$ cat src/hdl/assert_macros.svh
// Assertion helpers, included by the top-level RTL file.
`ifndef ASSERT_MACROS_SVH
`define ASSERT_MACROS_SVH

// Checked on every rising clock edge outside of reset.
`define CTD_ASSERT(lbl, prop, msg) \
   lbl: assert property (@(posedge clock) disable iff (reset) prop) else $error(msg);

// Checked on every rising clock edge, reset included.
`define CTD_ASSERT_ALWAYS(lbl, prop, msg) \
   lbl: assert property (@(posedge clock) prop) else $error(msg);

`endif

$ cat src/hdl/ctd_pkg.sv
package ctd_pkg;

   // Widths that cover the full range of the table depth (up to 256 entries).
   localparam int IDX_W = 8;
   localparam int CNT_W = 9;

   localparam logic [7:0] FRAME_COMMAND = 8'hC0;
   localparam logic [7:0] FRAME_QUERY   = 8'hC1;
   localparam logic [7:0] SUB_COUNT     = 8'h00;
   localparam logic [7:0] SUB_INFO      = 8'h01;
   localparam logic [5:0] DATA_HEADER   = 6'd3;

   typedef enum logic [1:0] {
      ACT_REGISTER = 2'd0,
      ACT_FRAME    = 2'd1,
      ACT_LOCATE   = 2'd2,
      ACT_NONE     = 2'd3
   } action_type;

   typedef enum logic [3:0] {
      KIND_IGNORED    = 4'd0,
      KIND_REGISTERED = 4'd1,
      KIND_FULL       = 4'd2,
      KIND_MATCHED    = 4'd3,
      KIND_NO_MATCH   = 4'd4,
      KIND_COUNT      = 4'd5,
      KIND_INFO       = 4'd6,
      KIND_LOCATED    = 4'd7,
      KIND_BAD_INDEX  = 4'd8
   } kind_type;

   typedef enum logic {
      OP_LOOKUP = 1'b0,
      OP_LOCATE = 1'b1
   } op_type;

   // Search token that walks the cell chain one cell per cycle.
   typedef struct packed {
      logic              valid;
      op_type            op;
      logic [23:0]       id;
      logic [IDX_W-1:0]  sel;
      logic              found;
      logic [IDX_W-1:0]  idx;
      logic [31:0]       types;
   } token_type;

   // Broadcast write into the cell whose index matches addr.
   typedef struct packed {
      logic              en;
      logic [IDX_W-1:0]  addr;
      logic [23:0]       id;
      logic [31:0]       types;
   } write_type;

   function automatic logic [3:0] code_size(logic [3:0] code);
      logic [3:0] size;
      case (code)
         4'd1, 4'd2:        size = 4'd1;
         4'd3, 4'd4:        size = 4'd2;
         4'd5, 4'd6, 4'd7:  size = 4'd4;
         4'd8, 4'd9, 4'd10: size = 4'd8;
         default:           size = 4'd0;
      endcase
      return size;
   endfunction

   // Sum of slot sizes, stopping at the first code zero.
   function automatic logic [6:0] total_len(logic [31:0] t, logic [3:0] slots);
      logic [6:0] sum;
      logic       stop;
      sum  = '0;
      stop = 1'b0;
      for (int i = 0; i < 8; i++) begin
         if (4'(i) < slots && !stop) begin
            if (t[4*i +: 4] == 4'd0) begin
               stop = 1'b1;
            end else begin
               sum = sum + {3'b000, code_size(t[4*i +: 4])};
            end
         end
      end
      return sum;
   endfunction

   // Offset within frame data: header plus every slot before psel.
   function automatic logic [5:0] param_off(logic [31:0] t, logic [2:0] psel);
      logic [5:0] sum;
      sum = DATA_HEADER;
      for (int i = 0; i < 8; i++) begin
         if (3'(i) < psel) begin
            sum = sum + {2'b00, code_size(t[4*i +: 4])};
         end
      end
      return sum;
   endfunction

   function automatic logic [3:0] slot_size(logic [31:0] t, logic [2:0] psel);
      logic [31:0] shifted;
      shifted = t >> {psel, 2'b00};
      return code_size(shifted[3:0]);
   endfunction

endpackage

$ cat src/hdl/ctd_if.sv
interface ctd_req_if;
   logic        valid;
   logic        ready;
   logic [1:0]  action;
   logic [7:0]  frame_id;
   logic [7:0]  byte_zero;
   logic [7:0]  byte_one;
   logic [7:0]  byte_two;
   logic [31:0] type_codes;
   logic [3:0]  entry_select;
   logic [2:0]  param_select;

   modport source (output valid, action, frame_id, byte_zero, byte_one, byte_two,
                   type_codes, entry_select, param_select, input ready);
   modport sink (input valid, action, frame_id, byte_zero, byte_one, byte_two,
                 type_codes, entry_select, param_select, output ready);
endinterface

interface ctd_rsp_if;
   logic        valid;
   logic        ready;
   logic [3:0]  kind;
   logic [3:0]  entry_index;
   logic [4:0]  entry_count;
   logic [6:0]  total_length;
   logic [5:0]  param_offset;
   logic [3:0]  param_length;
   logic [15:0] queried_index;

   modport source (output valid, kind, entry_index, entry_count, total_length,
                   param_offset, param_length, queried_index, input ready);
   modport sink (input valid, kind, entry_index, entry_count, total_length,
                 param_offset, param_length, queried_index, output ready);
endinterface

$ cat src/hdl/ctd_cell.sv
module ctd_cell #(
   parameter int CELL_INDEX  = 0,
   parameter int PARAM_SLOTS = 8
) (
   input  logic               clock,
   input  logic               reset,
   input  ctd_pkg::write_type wr,
   input  ctd_pkg::token_type tok_in,
   input  logic [ctd_pkg::CNT_W-1:0] count,
   output ctd_pkg::token_type tok_out
);
   import ctd_pkg::*;

   localparam int TW = 4 * PARAM_SLOTS;

   logic [23:0]   id_ff;
   logic [TW-1:0] types_ff;
   token_type     tok_ff;
   token_type     tok_in_next;
   logic          live;
   logic          hit;
   logic [TW+31:0] types_ext;

   always_ff @(posedge clock) begin
      if (wr.en && wr.addr == IDX_W'(CELL_INDEX)) begin
         id_ff    <= wr.id;
         types_ff <= wr.types[TW-1:0];
      end
   end

   assign live      = CNT_W'(CELL_INDEX) < count;
   assign types_ext = {32'd0, types_ff};

   always_comb begin
      if (tok_in.op == OP_LOOKUP) begin
         hit = tok_in.valid && !tok_in.found && live && (id_ff == tok_in.id);
      end else begin
         hit = tok_in.valid && !tok_in.found && live && (tok_in.sel == IDX_W'(CELL_INDEX));
      end
      tok_in_next = tok_in;
      if (hit) begin
         tok_in_next.found = 1'b1;
         tok_in_next.idx   = IDX_W'(CELL_INDEX);
         tok_in_next.types = types_ext[31:0];
      end
   end

   always_ff @(posedge clock) begin
      if (reset) begin
         tok_ff.valid <= 1'b0;
      end else begin
         tok_ff <= tok_in_next;
      end
   end

   assign tok_out = tok_ff;

endmodule

$ cat src/hdl/command_table_dispatch_top.sv
// Command table with a chain of MAX_COMMANDS cells, one table entry per cell.
// Register requests, count and info queries, ignored requests and out-of-range
// locate requests answer in the cycle after acceptance. A command lookup or a
// valid locate request sends a search token down the chain, one cell per cycle,
// and its response is loaded into the response register once the token leaves
// the last cell. One request is in work at a time, and the next is accepted
// once the response register is free or being drained.
`include "assert_macros.svh"

module command_table_dispatch_top #(
   parameter int MAX_COMMANDS = 16,
   parameter int PARAM_SLOTS  = 8
) (
   input  logic      clock,
   input  logic      reset,
   ctd_req_if.sink   req_port,
   ctd_rsp_if.source rsp_port
);
   import ctd_pkg::*;

   token_type        chain [0:MAX_COMMANDS];
   write_type        wr;
   token_type        launch;

   logic [CNT_W-1:0] count_ff, count_in;
   logic             busy_ff, busy_in;
   logic [2:0]       psel_ff;
   logic             rsp_valid_ff, rsp_valid_in;
   kind_type         kind_ff, kind_in;
   logic [3:0]       eidx_ff, eidx_in;
   logic [4:0]       ecount_ff, ecount_in;
   logic [6:0]       tlen_ff, tlen_in;
   logic [5:0]       poff_ff, poff_in;
   logic [3:0]       plen_ff, plen_in;
   logic [15:0]      qidx_ff, qidx_in;

   logic             accept;
   logic             load;
   logic             bad_locate;
   token_type        tok_end;
   logic [23:0]      req_id;
   logic [IDX_W+3:0] idx_ext;

   assign req_port.ready = !busy_ff && (!rsp_valid_ff || rsp_port.ready);
   assign accept         = req_port.valid && req_port.ready;
   assign req_id         = {req_port.byte_two, req_port.byte_one, req_port.byte_zero};
   assign tok_end        = chain[MAX_COMMANDS];
   assign idx_ext        = {4'd0, tok_end.idx};

   assign bad_locate = ({{(CNT_W-4){1'b0}}, req_port.entry_select} >= count_ff)
                    || ({{(CNT_W-4){1'b0}}, req_port.entry_select} >= CNT_W'(MAX_COMMANDS))
                    || ({1'b0, req_port.param_select} >= 4'(PARAM_SLOTS));

   genvar g;
   generate
      for (g = 0; g < MAX_COMMANDS; g++) begin : g_cell
         ctd_cell #(
            .CELL_INDEX  (g),
            .PARAM_SLOTS (PARAM_SLOTS)
         ) u_cell (
            .clock   (clock),
            .reset   (reset),
            .wr      (wr),
            .tok_in  (chain[g]),
            .count   (count_ff),
            .tok_out (chain[g+1])
         );
      end
   endgenerate

   assign chain[0] = launch;

   always_comb begin
      wr          = '0;
      wr.addr     = count_ff[IDX_W-1:0];
      wr.id       = req_id;
      wr.types    = req_port.type_codes;
      launch      = '0;
      launch.op   = OP_LOOKUP;
      launch.id   = req_id;
      launch.sel  = {{(IDX_W-4){1'b0}}, req_port.entry_select};
      count_in    = count_ff;
      busy_in     = busy_ff;
      load        = 1'b0;
      kind_in     = KIND_IGNORED;
      eidx_in     = 4'd0;
      tlen_in     = 7'd0;
      poff_in     = 6'd0;
      plen_in     = 4'd0;
      qidx_in     = 16'd0;

      if (accept) begin
         load = 1'b1;
         case (action_type'(req_port.action))
            ACT_REGISTER: begin
               if (count_ff < CNT_W'(MAX_COMMANDS)) begin
                  wr.en    = 1'b1;
                  kind_in  = KIND_REGISTERED;
                  eidx_in  = count_ff[3:0];
                  count_in = count_ff + CNT_W'(1);
               end else begin
                  kind_in = KIND_FULL;
               end
            end
            ACT_FRAME: begin
               if (req_port.frame_id == FRAME_COMMAND) begin
                  launch.valid = 1'b1;
                  busy_in      = 1'b1;
                  load         = 1'b0;
               end else if (req_port.frame_id == FRAME_QUERY) begin
                  if (req_port.byte_zero == SUB_COUNT) begin
                     kind_in = KIND_COUNT;
                  end else if (req_port.byte_zero == SUB_INFO) begin
                     kind_in = KIND_INFO;
                     qidx_in = {req_port.byte_two, req_port.byte_one};
                  end
               end
            end
            ACT_LOCATE: begin
               eidx_in = req_port.entry_select;
               if (bad_locate) begin
                  kind_in = KIND_BAD_INDEX;
               end else begin
                  launch.valid = 1'b1;
                  launch.op    = OP_LOCATE;
                  busy_in      = 1'b1;
                  load         = 1'b0;
               end
            end
            default: begin
               kind_in = KIND_IGNORED;
            end
         endcase
      end else if (tok_end.valid) begin
         // The token has passed every cell; finish the answer from what it picked up.
         load    = 1'b1;
         busy_in = 1'b0;
         if (tok_end.op == OP_LOCATE) begin
            kind_in = KIND_LOCATED;
            eidx_in = idx_ext[3:0];
            tlen_in = total_len(tok_end.types, 4'(PARAM_SLOTS));
            poff_in = param_off(tok_end.types, psel_ff);
            plen_in = slot_size(tok_end.types, psel_ff);
         end else if (tok_end.found) begin
            kind_in = KIND_MATCHED;
            eidx_in = idx_ext[3:0];
            tlen_in = total_len(tok_end.types, 4'(PARAM_SLOTS));
         end else begin
            kind_in = KIND_NO_MATCH;
         end
      end

      ecount_in = count_in[4:0];

      if (load) begin
         rsp_valid_in = 1'b1;
      end else if (rsp_port.ready) begin
         rsp_valid_in = 1'b0;
      end else begin
         rsp_valid_in = rsp_valid_ff;
      end
   end

   always_ff @(posedge clock) begin
      if (reset) begin
         count_ff     <= '0;
         busy_ff      <= 1'b0;
         rsp_valid_ff <= 1'b0;
      end else begin
         count_ff     <= count_in;
         busy_ff      <= busy_in;
         rsp_valid_ff <= rsp_valid_in;
      end
   end

   always_ff @(posedge clock) begin
      if (accept) begin
         psel_ff <= req_port.param_select;
      end
      if (load) begin
         kind_ff   <= kind_in;
         eidx_ff   <= eidx_in;
         ecount_ff <= ecount_in;
         tlen_ff   <= tlen_in;
         poff_ff   <= poff_in;
         plen_ff   <= plen_in;
         qidx_ff   <= qidx_in;
      end
   end

   assign rsp_port.valid         = rsp_valid_ff;
   assign rsp_port.kind          = kind_ff;
   assign rsp_port.entry_index   = eidx_ff;
   assign rsp_port.entry_count   = ecount_ff;
   assign rsp_port.total_length  = tlen_ff;
   assign rsp_port.param_offset  = poff_ff;
   assign rsp_port.param_length  = plen_ff;
   assign rsp_port.queried_index = qidx_ff;

   `CTD_ASSERT(a_busy_blocks, busy_ff |-> !req_port.ready, "request accepted during a search")
   `CTD_ASSERT(a_end_loads, tok_end.valid |=> rsp_valid_ff, "search finished without a response")
   `CTD_ASSERT(a_count_max, count_ff <= CNT_W'(MAX_COMMANDS), "entry count beyond table depth")
   `CTD_ASSERT(a_locate_found, (tok_end.valid && tok_end.op == OP_LOCATE) |-> tok_end.found,
               "locate token left the chain without an entry")
   `CTD_ASSERT_ALWAYS(a_reset_idle, reset |=> !busy_ff && !rsp_valid_ff,
                      "control state not cleared by reset")

endmodule
$ cat src/flat_wrapper.sv
// flat-port wrapper written by rule: the top's interface ports become plain ports
module command_table_dispatch_top_flat import ctd_pkg::*;
#(
   parameter int MAX_COMMANDS = 16,
   parameter int PARAM_SLOTS  = 8
)
  (clock, reset, req_port_valid, req_port_action, req_port_frame_id, req_port_byte_zero, req_port_byte_one, req_port_byte_two, req_port_type_codes, req_port_entry_select, req_port_param_select, req_port_ready, rsp_port_valid, rsp_port_kind, rsp_port_entry_index, rsp_port_entry_count, rsp_port_total_length, rsp_port_param_offset, rsp_port_param_length, rsp_port_queried_index, rsp_port_ready);
  ctd_req_if req_port_i ();
  ctd_rsp_if rsp_port_i ();
  input  logic clock;
  input  logic reset;
  input wire logic [$bits(req_port_i.valid)-1:0] req_port_valid;
  input wire logic [$bits(req_port_i.action)-1:0] req_port_action;
  input wire logic [$bits(req_port_i.frame_id)-1:0] req_port_frame_id;
  input wire logic [$bits(req_port_i.byte_zero)-1:0] req_port_byte_zero;
  input wire logic [$bits(req_port_i.byte_one)-1:0] req_port_byte_one;
  input wire logic [$bits(req_port_i.byte_two)-1:0] req_port_byte_two;
  input wire logic [$bits(req_port_i.type_codes)-1:0] req_port_type_codes;
  input wire logic [$bits(req_port_i.entry_select)-1:0] req_port_entry_select;
  input wire logic [$bits(req_port_i.param_select)-1:0] req_port_param_select;
  output wire logic [$bits(req_port_i.ready)-1:0] req_port_ready;
  output wire logic [$bits(rsp_port_i.valid)-1:0] rsp_port_valid;
  output wire logic [$bits(rsp_port_i.kind)-1:0] rsp_port_kind;
  output wire logic [$bits(rsp_port_i.entry_index)-1:0] rsp_port_entry_index;
  output wire logic [$bits(rsp_port_i.entry_count)-1:0] rsp_port_entry_count;
  output wire logic [$bits(rsp_port_i.total_length)-1:0] rsp_port_total_length;
  output wire logic [$bits(rsp_port_i.param_offset)-1:0] rsp_port_param_offset;
  output wire logic [$bits(rsp_port_i.param_length)-1:0] rsp_port_param_length;
  output wire logic [$bits(rsp_port_i.queried_index)-1:0] rsp_port_queried_index;
  input wire logic [$bits(rsp_port_i.ready)-1:0] rsp_port_ready;
  assign req_port_i.valid = req_port_valid;
  assign req_port_i.action = req_port_action;
  assign req_port_i.frame_id = req_port_frame_id;
  assign req_port_i.byte_zero = req_port_byte_zero;
  assign req_port_i.byte_one = req_port_byte_one;
  assign req_port_i.byte_two = req_port_byte_two;
  assign req_port_i.type_codes = req_port_type_codes;
  assign req_port_i.entry_select = req_port_entry_select;
  assign req_port_i.param_select = req_port_param_select;
  assign req_port_ready = req_port_i.ready;
  assign rsp_port_valid = rsp_port_i.valid;
  assign rsp_port_kind = rsp_port_i.kind;
  assign rsp_port_entry_index = rsp_port_i.entry_index;
  assign rsp_port_entry_count = rsp_port_i.entry_count;
  assign rsp_port_total_length = rsp_port_i.total_length;
  assign rsp_port_param_offset = rsp_port_i.param_offset;
  assign rsp_port_param_length = rsp_port_i.param_length;
  assign rsp_port_queried_index = rsp_port_i.queried_index;
  assign rsp_port_i.ready = rsp_port_ready;
  command_table_dispatch_top #(.MAX_COMMANDS(MAX_COMMANDS), .PARAM_SLOTS(PARAM_SLOTS)) u_core (.clock(clock), .reset(reset), .req_port(req_port_i), .rsp_port(rsp_port_i));
endmodule
$ cat config.mk
export PLATFORM = sky130hd
export DESIGN_NAME = command_table_dispatch_top_flat
export DESIGN_NICKNAME = d
export VERILOG_FILES = /design/src/hdl/ctd_pkg.sv /design/src/hdl/ctd_if.sv /design/src/hdl/ctd_cell.sv /design/src/hdl/command_table_dispatch_top.sv /design/src/flat_wrapper.sv
export VERILOG_INCLUDE_DIRS = /design/src /design/src/hdl
export SDC_FILE = /design/constraint.sdc
export NUM_CORES = 2
export LEC_CHECK = 0
export BUFFER_PORTS_ARGS = -buffer_cell sky130_fd_sc_hd__buf_2
export CAP_MARGIN = 5
export CORE_ASPECT_RATIO = 1.25
export CORE_UTILIZATION = 35
export CTS_BUF_LIST = sky130_fd_sc_hd__clkbuf_8
export DETAILED_ROUTE_END_ITERATION = 6
export HOLD_SLACK_MARGIN = 0.06
export PLACE_DENSITY = 0.59
export SYNTH_ARGS = -nofsm -noshare
export SYNTH_HDL_FRONTEND = slang
export SYNTH_SLANG_ARGS = --single-unit
$ cat constraint.sdc
create_clock -name clock -period 33.4 [get_ports clock]
set_input_delay 3.34 -clock clock [delete_from_list [all_inputs] [get_ports clock]]
set_output_delay 3.34 -clock clock [all_outputs]
set_load 0.005 [all_outputs]
## Yosys cells after proc, flatten, opt, wreduce, memory -nomap -nowiden

Memories as Yosys holds them, arrays and structs flattened. A register that Yosys moved wholly into a read port is not among the register bits.
Index checks and enable logic that the tools add are counted.

- Equality and inequality tests: 54
- $add $sub $neg: 23
- Multiplexer cells: 383
- Shift operators: 1
- $mul: 0
- Divide/modulo/power cells: 0
- Reduce and logical (&&, ||, !) cells: 118
- $lt $le $gt $ge: 26
- Bitwise operators: 6

Operators by type and width:

| cell | count |
|---|---|
| 2-to-1 mux 4 bit | 147 |
| 2-to-1 mux 7 bit | 79 |
| 2-to-1 mux 32 bit | 15 |
| equality test 24 bit | 16 |
| 2-to-1 mux 6 bit | 29 |
| 2-to-1 mux 1 bit | 99 |
| adder 7 x 4 -> 7 bit | 14 |
| logical AND 1 bit | 81 |
| < comparator 4 x 9 -> 1 bit, first input constant | 8 |
| equality test 8 x 4 -> 1 bit, second input constant | 8 |
| adder 6 x 4 -> 6 bit | 7 |
| 2-to-1 mux 41 bit | 1 |
| < comparator 3 x 9 -> 1 bit, first input constant | 4 |
| equality test 4 bit, second input constant | 8 |
| equality test 8 x 3 -> 1 bit, second input constant | 4 |
| zero test 4 bit | 8 |
| >> shifter 32 x 5 -> 4 bit | 1 |
| zero test 8 bit | 3 |
| < comparator 1 x 9 -> 1 bit, first input constant | 2 |
| < comparator 2 x 9 -> 1 bit, first input constant | 2 |
| zero test 1 bit | 17 |
| equality test 4 x 3 -> 1 bit, second input constant | 4 |
| equality test 8 x 1 -> 1 bit, second input constant | 2 |
| equality test 8 x 2 -> 1 bit, second input constant | 2 |
| 28 further kinds | 50 |

- Output and inout bits: 48
- Input port bits: 77
- Bits in writable memories: 0
- Memories: 25
- Memory bits (read-only): 1600
- Logic and storage cells: 789
- Bits in latches: 0
- Flip-flop bits (word level): 1996

Memories:

| memory | words | bits a word | rd ports | clocked after memory_dff | wr ports | line | source |
|---|---|---|---|---|---|---|---|
| (name not given) | 16 | 4 | 1 | 1 | 0 | ctd_pkg.sv:58 | `case (code)` |
| (name not given) | 16 | 4 | 1 | 1 | 0 | ctd_pkg.sv:58 |  |
| (name not given) | 16 | 4 | 1 | 1 | 0 | ctd_pkg.sv:58 |  |
| (name not given) | 16 | 4 | 1 | 1 | 0 | ctd_pkg.sv:58 |  |
| (name not given) | 16 | 4 | 1 | 1 | 0 | ctd_pkg.sv:58 |  |
| (name not given) | 16 | 4 | 1 | 1 | 0 | ctd_pkg.sv:58 |  |
| +19 memories | -- | -- | -- | -- | -- | -- |  |

## Longest topological paths before layout

- Depth in word-level cells: 58
- Depth in mapped cells: 35
- Gate-level depth less buffers: 34

## Cells and area by module

From an unflattened synthesis, not the netlist that was laid out.

- Cells, all modules: 5927
- Area, all modules: 92361.1 um^2

By module, submodules not included:

| module | cells an instance | area each (um^2) | seq. area each (um^2) | times used |
|---|---|---|---|---|
| ctd_cell (u_core.g_cell[14].u_cell ...) | 384 | 5745.5 | 3923.8 | 2 |
| command_table_dispatch_top | 717 | 6560.0 | 1691.6 | 1 |
| ctd_cell (u_core.g_cell[13].u_cell) | 384 | 5750.5 | 3923.8 | 1 |
| ctd_cell (u_core.g_cell[12].u_cell) | 383 | 5744.3 | 3923.8 | 1 |
| ctd_cell (u_core.g_cell[0].u_cell) | 384 | 5741.8 | 3923.8 | 1 |
| ctd_cell (u_core.g_cell[4].u_cell) | 384 | 5740.5 | 3923.8 | 1 |
| ctd_cell (u_core.g_cell[8].u_cell) | 384 | 5718.0 | 3923.8 | 1 |
| ctd_cell (u_core.g_cell[10].u_cell) | 386 | 5582.9 | 3923.8 | 1 |
| ctd_cell (u_core.g_cell[2].u_cell) | 384 | 5582.9 | 3923.8 | 1 |
| ctd_cell (u_core.g_cell[6].u_cell) | 384 | 5562.8 | 3923.8 | 1 |
| ctd_cell (u_core.g_cell[7].u_cell) | 228 | 4885.9 | 3923.8 | 1 |
| ctd_cell (u_core.g_cell[3].u_cell) | 229 | 4874.7 | 3923.8 | 1 |
| ctd_cell (u_core.g_cell[15].u_cell) | 226 | 4863.4 | 3923.8 | 1 |
| ctd_cell (u_core.g_cell[5].u_cell) | 228 | 4760.8 | 3923.8 | 1 |
| 2 more rows | -- | -- | -- | -- |

## Worst setup path after synthesis

OpenSTA, ideal clock, no wires.

- Path kind: in2reg
- From: input reset
- To: register (tool-made name)
- Data required time: 33.320 ns
- Arrival: 36.261 ns
- Buffers on the path: 2
- Library setup time: 0.080 ns
- Stages: 6
- Path slack: -2.941 ns
- Cells stage by stage: inv_1 > clkbuf_1 > clkbuf_1 > mux2i_1 > ha_1 > nor3b_1

RTL lines:

| item | line | source |
|---|---|---|
| from (decl) | flat_wrapper.sv:11 | `input logic reset;` |

## Worst setup path after layout

- From: register u_core.g_cell[15].u_cell.tok_ff (netlist bit u_core.g_cell[15].u_cell.tok_out[5])
- To: register u_core.tlen_ff[6] (netlist: u_core.rsp_port.total_length[6]) (data pin)

- Word-level cells in the longest chain between the ends: 47
- Elaborated cells on any way between the ends: 140
- Those cells by class: add/sub (12); mux (127); reduce/logical (1)

RTL lines:

| item | line | source |
|---|---|---|
| from (decl) | ctd_cell.sv:18 | `token_type tok_ff;` |
| from (signal assigned) | ctd_cell.sv:52 | `tok_ff <= tok_in_next;` |
| zero test 4 bit * | ctd_pkg.sv:76 | `if (t[4*i +: 4] == 4'd0) begin` |
| 2-to-1 mux 7 bit | ctd_pkg.sv:76 |  |
| 2-to-1 mux 7 bit | ctd_pkg.sv:75 | `if (4'(i) < slots && !stop) begin` |
| 2-to-1 mux 7 bit | command_table_dispatch_top.sv:144 | `end else if (tok_end.found) begin` |
| 2-to-1 mux 7 bit | command_table_dispatch_top.sv:138 | `if (tok_end.op == OP_LOCATE) begin` |
| 2-to-1 mux 7 bit | command_table_dispatch_top.sv:134 | `end else if (tok_end.valid) begin` |
| 2-to-1 mux 7 bit | command_table_dispatch_top.sv:92 | `if (accept) begin` |
| adder 7 x 4 -> 7 bit | ctd_pkg.sv:79 | `sum = sum + {3'b000, code_size(t[4*i +: 4])};` |
| [... 31 more ...] | -- |  |
| 2-to-1 mux 7 bit | command_table_dispatch_top.sv:138 |  |
| 2-to-1 mux 7 bit | command_table_dispatch_top.sv:134 |  |
| 2-to-1 mux 7 bit | command_table_dispatch_top.sv:92 |  |
| adder 7 x 4 -> 7 bit | ctd_pkg.sv:79 |  |
| 2-to-1 mux 7 bit | ctd_pkg.sv:76 |  |
| 2-to-1 mux 7 bit | ctd_pkg.sv:75 |  |
| 2-to-1 mux 7 bit | command_table_dispatch_top.sv:144 |  |
| 2-to-1 mux 7 bit * | command_table_dispatch_top.sv:138 |  |
| to (signal assigned) | command_table_dispatch_top.sv:184 | `tlen_ff <= tlen_in;` |
| to (decl) | command_table_dispatch_top.sv:32 | `logic [6:0] tlen_ff, tlen_in;` |

Every way passes the cells marked *; elsewhere a longest branch is shown, timed or not. The select of a mux whose other input is x is not followed.
A chain may end at the register's enable or synchronous reset.

==> results.cfg <==
[status]
status = complete, no violations

[setup_path]
crit_type = reg2reg
cp.arrival_ps = 8250
cp-start-kind = flip-flop
slowest_delay_ps = 930
critPathMaxFanout = 9
cp-startpoint = u_core.g_cell[15].u_cell.tok_out[5]
critPathRequiredTime_ps = 34090
endpoint_kind = flip-flop
cp_slowest_cell = nor4_2
rr_startpoint = u_core.g_cell[15].u_cell.tok_out[5]

[global_route]
grt_pass1_wl_um = 225000
grt_overflow = 0
antenna_found_initial = 18
grt_pass1_vias = 36800
grt_max_degree = 199
track_usage_pct = 13.4

[clock_network]
cts.clk_slew.worst_paths_ps = 60
cts_buffer_depth = 4
h-tree-depth = 5
clkSinkCount = 2017
ctsResizeCount = 0
cts_tree = done
clkLatencyLatePin_ps = 1020
cts_buffers = 324
clockRootBuffer = clkbuf_8
cts_hold_buf = 0
post_cts_buffers = 0

[timing]
holdWs_ps = 438
slew_headroom_pct = 19.5
hold_viol = 0
fin_setup_tns_ps = 0
setup_viol = 0
max_freq_mhz = 132
worst_slack_ps = 25840
skew_ps = 88.7
fin_crit_sh_pct = 22.6
post-route-min-period_ps = 7560
rsz0062_at_grt = false
drv_slew = 0
worst_pin_slew_ps = 1200

[logic_synthesis]
synth_area_leader_cell = edfxtp_1
synth_area_leaders = edfxtp_1, mux2_2, xnor2_1, xor2_1, ha_1
ys_warn_count = 0
synth_edf_count = 1958
synth_fp_nets = 4208
ys_types = 76
yosysSeqAreaShare_pct = 78.2
synth-main-ff-cell = edfxtp_1
netlist_instances = 4015
synth_top_area_share_pct = 76.7
syn_area_sq_mm = 0.0767
ys_seq_elements = 2017
avgSynthCellArea_sq_um = 19.1
async_flop_share_pct = 0

[floorplanning]
die_x_um = 421
core.rowCount = 191
die_h_um = 525
core-area_sq_mm = 0.217
initial_core_util_pct = 35.3
die-area_sq_mm = 0.221
ioPinCount = 125

[final_layout]
syn_to_final_growth_pct = 13.6
final-seq-area_sq_mm = 0.0600
drive_above_1_share_pct = 24.5
postLayoutCellArea_sq_mm = 0.0871
num-fill-cells = 19400
fin_nets = 4647
multiInputGateArea_sq_mm = 0.0164

[power_and_ir_drop]
power.total_mw = 5.09
pwr_density_cell_mw_per_mm2 = 58.4
irDropWorstVdd_mv = 0.0279
leakagePower_nw = 29.3

[detailed_routing]
wl_met1_um = 63200
dr.pass1.iters = 5
wire_per_inst_um = 19.6
wl_met3_um = 6810
drc_errors = 0
vias = 35000
drt_wl_total_um = 148000
via_per_inst = 4.62
drt-initial-drc-count = 2018
routed.top_layer = met5
ant_nets = 0
wl_met2_um = 74000

[min_path]
hold_class = reg2reg
hold_start = u_core.g_cell[8].u_cell.tok_out[42]

[placed_design]
dp_hpwl_um = 94600
finalWeightedCongestion = 0.853
place_area_sq_mm = 0.0814
place.port_buffers = 124
pre_cts_slack_ps = 25720

[job]
cap_violations = 0
[per-stage QoR]
step | cells | util (%)
finish | 7584 | 40.1
global route | 7578 | 40.1
CTS | 7573 | 40.1
detailed placement | 7022 | 37.5
global placement | 7022 | 37.5
floorplan | 4015 | -
[cell usage in the layout, fill, tap and decap left out, drive strengths merged, types with 16 or more instances in the layout]
master,netlist,final
edfxtp,1958,1958
mux2,506,506
clkbuf,67,332
xnor2,225,225
xor2,194,194
inv,74,188
buf,6,186
ha,103,103
clkinv,2,93
nor2,83,83
nor4,75,75
and2,64,64
nand2,63,63
nand4,62,62
dfxtp,59,59
a21oi,49,49
nor2b,47,47
mux2i,43,43
o21ai,40,40
or2,31,31
nor3b,29,29
nand2b,25,25
a21o,24,24
nand3,20,20
nor3,16,16
[sequential cells by signal, indices dropped and copies added, names as in the netlist, named ones only]
register                       flops
u_core.count_ff                    9
u_core.g_cell.u_cell.id_ff       384
u_core.g_cell.u_cell.types_ff    512
u_core.rsp_port.queried_index     16
u_core.psel_ff                     3
u_core.g_cell.u_cell.tok_out    1029
u_core.rsp_port.kind               4
u_core.rsp_port.total_length       7
u_core.busy_ff                     1
u_core.rsp_port.param_length       4
u_core.rsp_port.valid              1
u_core.rsp_port.entry_index        4
u_core.rsp_port.param_offset       6
u_core.rsp_port.entry_count        5
[metal layers]
layer / global-route usage [%] / vias to the layer above
met5: 0 / -
met2: 22.7 / 704
li1: - / 16400
met3: 2.84 / 254
met1: 16.6 / 17700
met4: 5.10 / 10
[where the power goes]
part | internal (mW) | switching [mW] | total, mW
Clock | 0.970 | 0.908 | 1.88
Sequential | 2.87 | 0.0390 | 2.91
Combinational | 0.121 | 0.182 | 0.303
[worst max-delay path: cells and delay by family, from the launching register on]
kind,cells,cell delay (ps)
buffers and inverters,2,130
AND/OR/NAND/NOR,7,2140
XOR/XNOR,1,120
multiplexers,2,360
adder cells (fa/ha/maj),6,2220
flip-flops,1,430
AO/OA/AOI/OAI,10,1940
[cells in the mapped netlist, types with 36 or more instances]
library cell and instances:
mux2_2 505, mux2i_1 43, nand2_1 63, clkbuf_1 67, inv_1 74, a21oi_1 49, nor2_1 83, xor2_1 194
edfxtp_1 1958, xnor2_1 225, and2_1 64, nor2b_1 47, nand4_1 62, dfxtp_1 59, nor4_1 70, o21ai_0 36
ha_1 103
[final cells by class]
type | instances | share of cell area (%)
Inverter | 76 | 0.336
Sequential cell | 2017 | 68.9
Clock buffer | 332 | 5.25
Antenna cell | 10 | 0.0287
Timing Repair Buffer | 186 | 1.28
Tap cell | 2895 | 4.16
Multi-Input combinational cell | 1849 | 18.9
Clock inverter | 219 | 1.23
[worst paths after layout]
kind                                              end  slack, ps  depth (start not counted)
hold / removal    u_core.g_cell[9].u_cell.tok_out[42]        440                          0
setup / recovery      u_core.rsp_port.total_length[6]      25840                         28
setup reg to reg      u_core.rsp_port.total_length[6]      25840                         28
hold reg to reg   u_core.g_cell[9].u_cell.tok_out[42]        440                          0
[cell families after synthesis]
logic type,Yosys count,synth area share [%]
DFF,2017,78.2
AOI/OAI and AO/OA,205,1.77
buffers and inverters,149,0.736
muxes,557,8.23
xor gates and xnor gates,421,4.84
and+or+nand+nor,550,4.18
adders and majority gates,116,2.02
(Power assumes the default switching activity.)
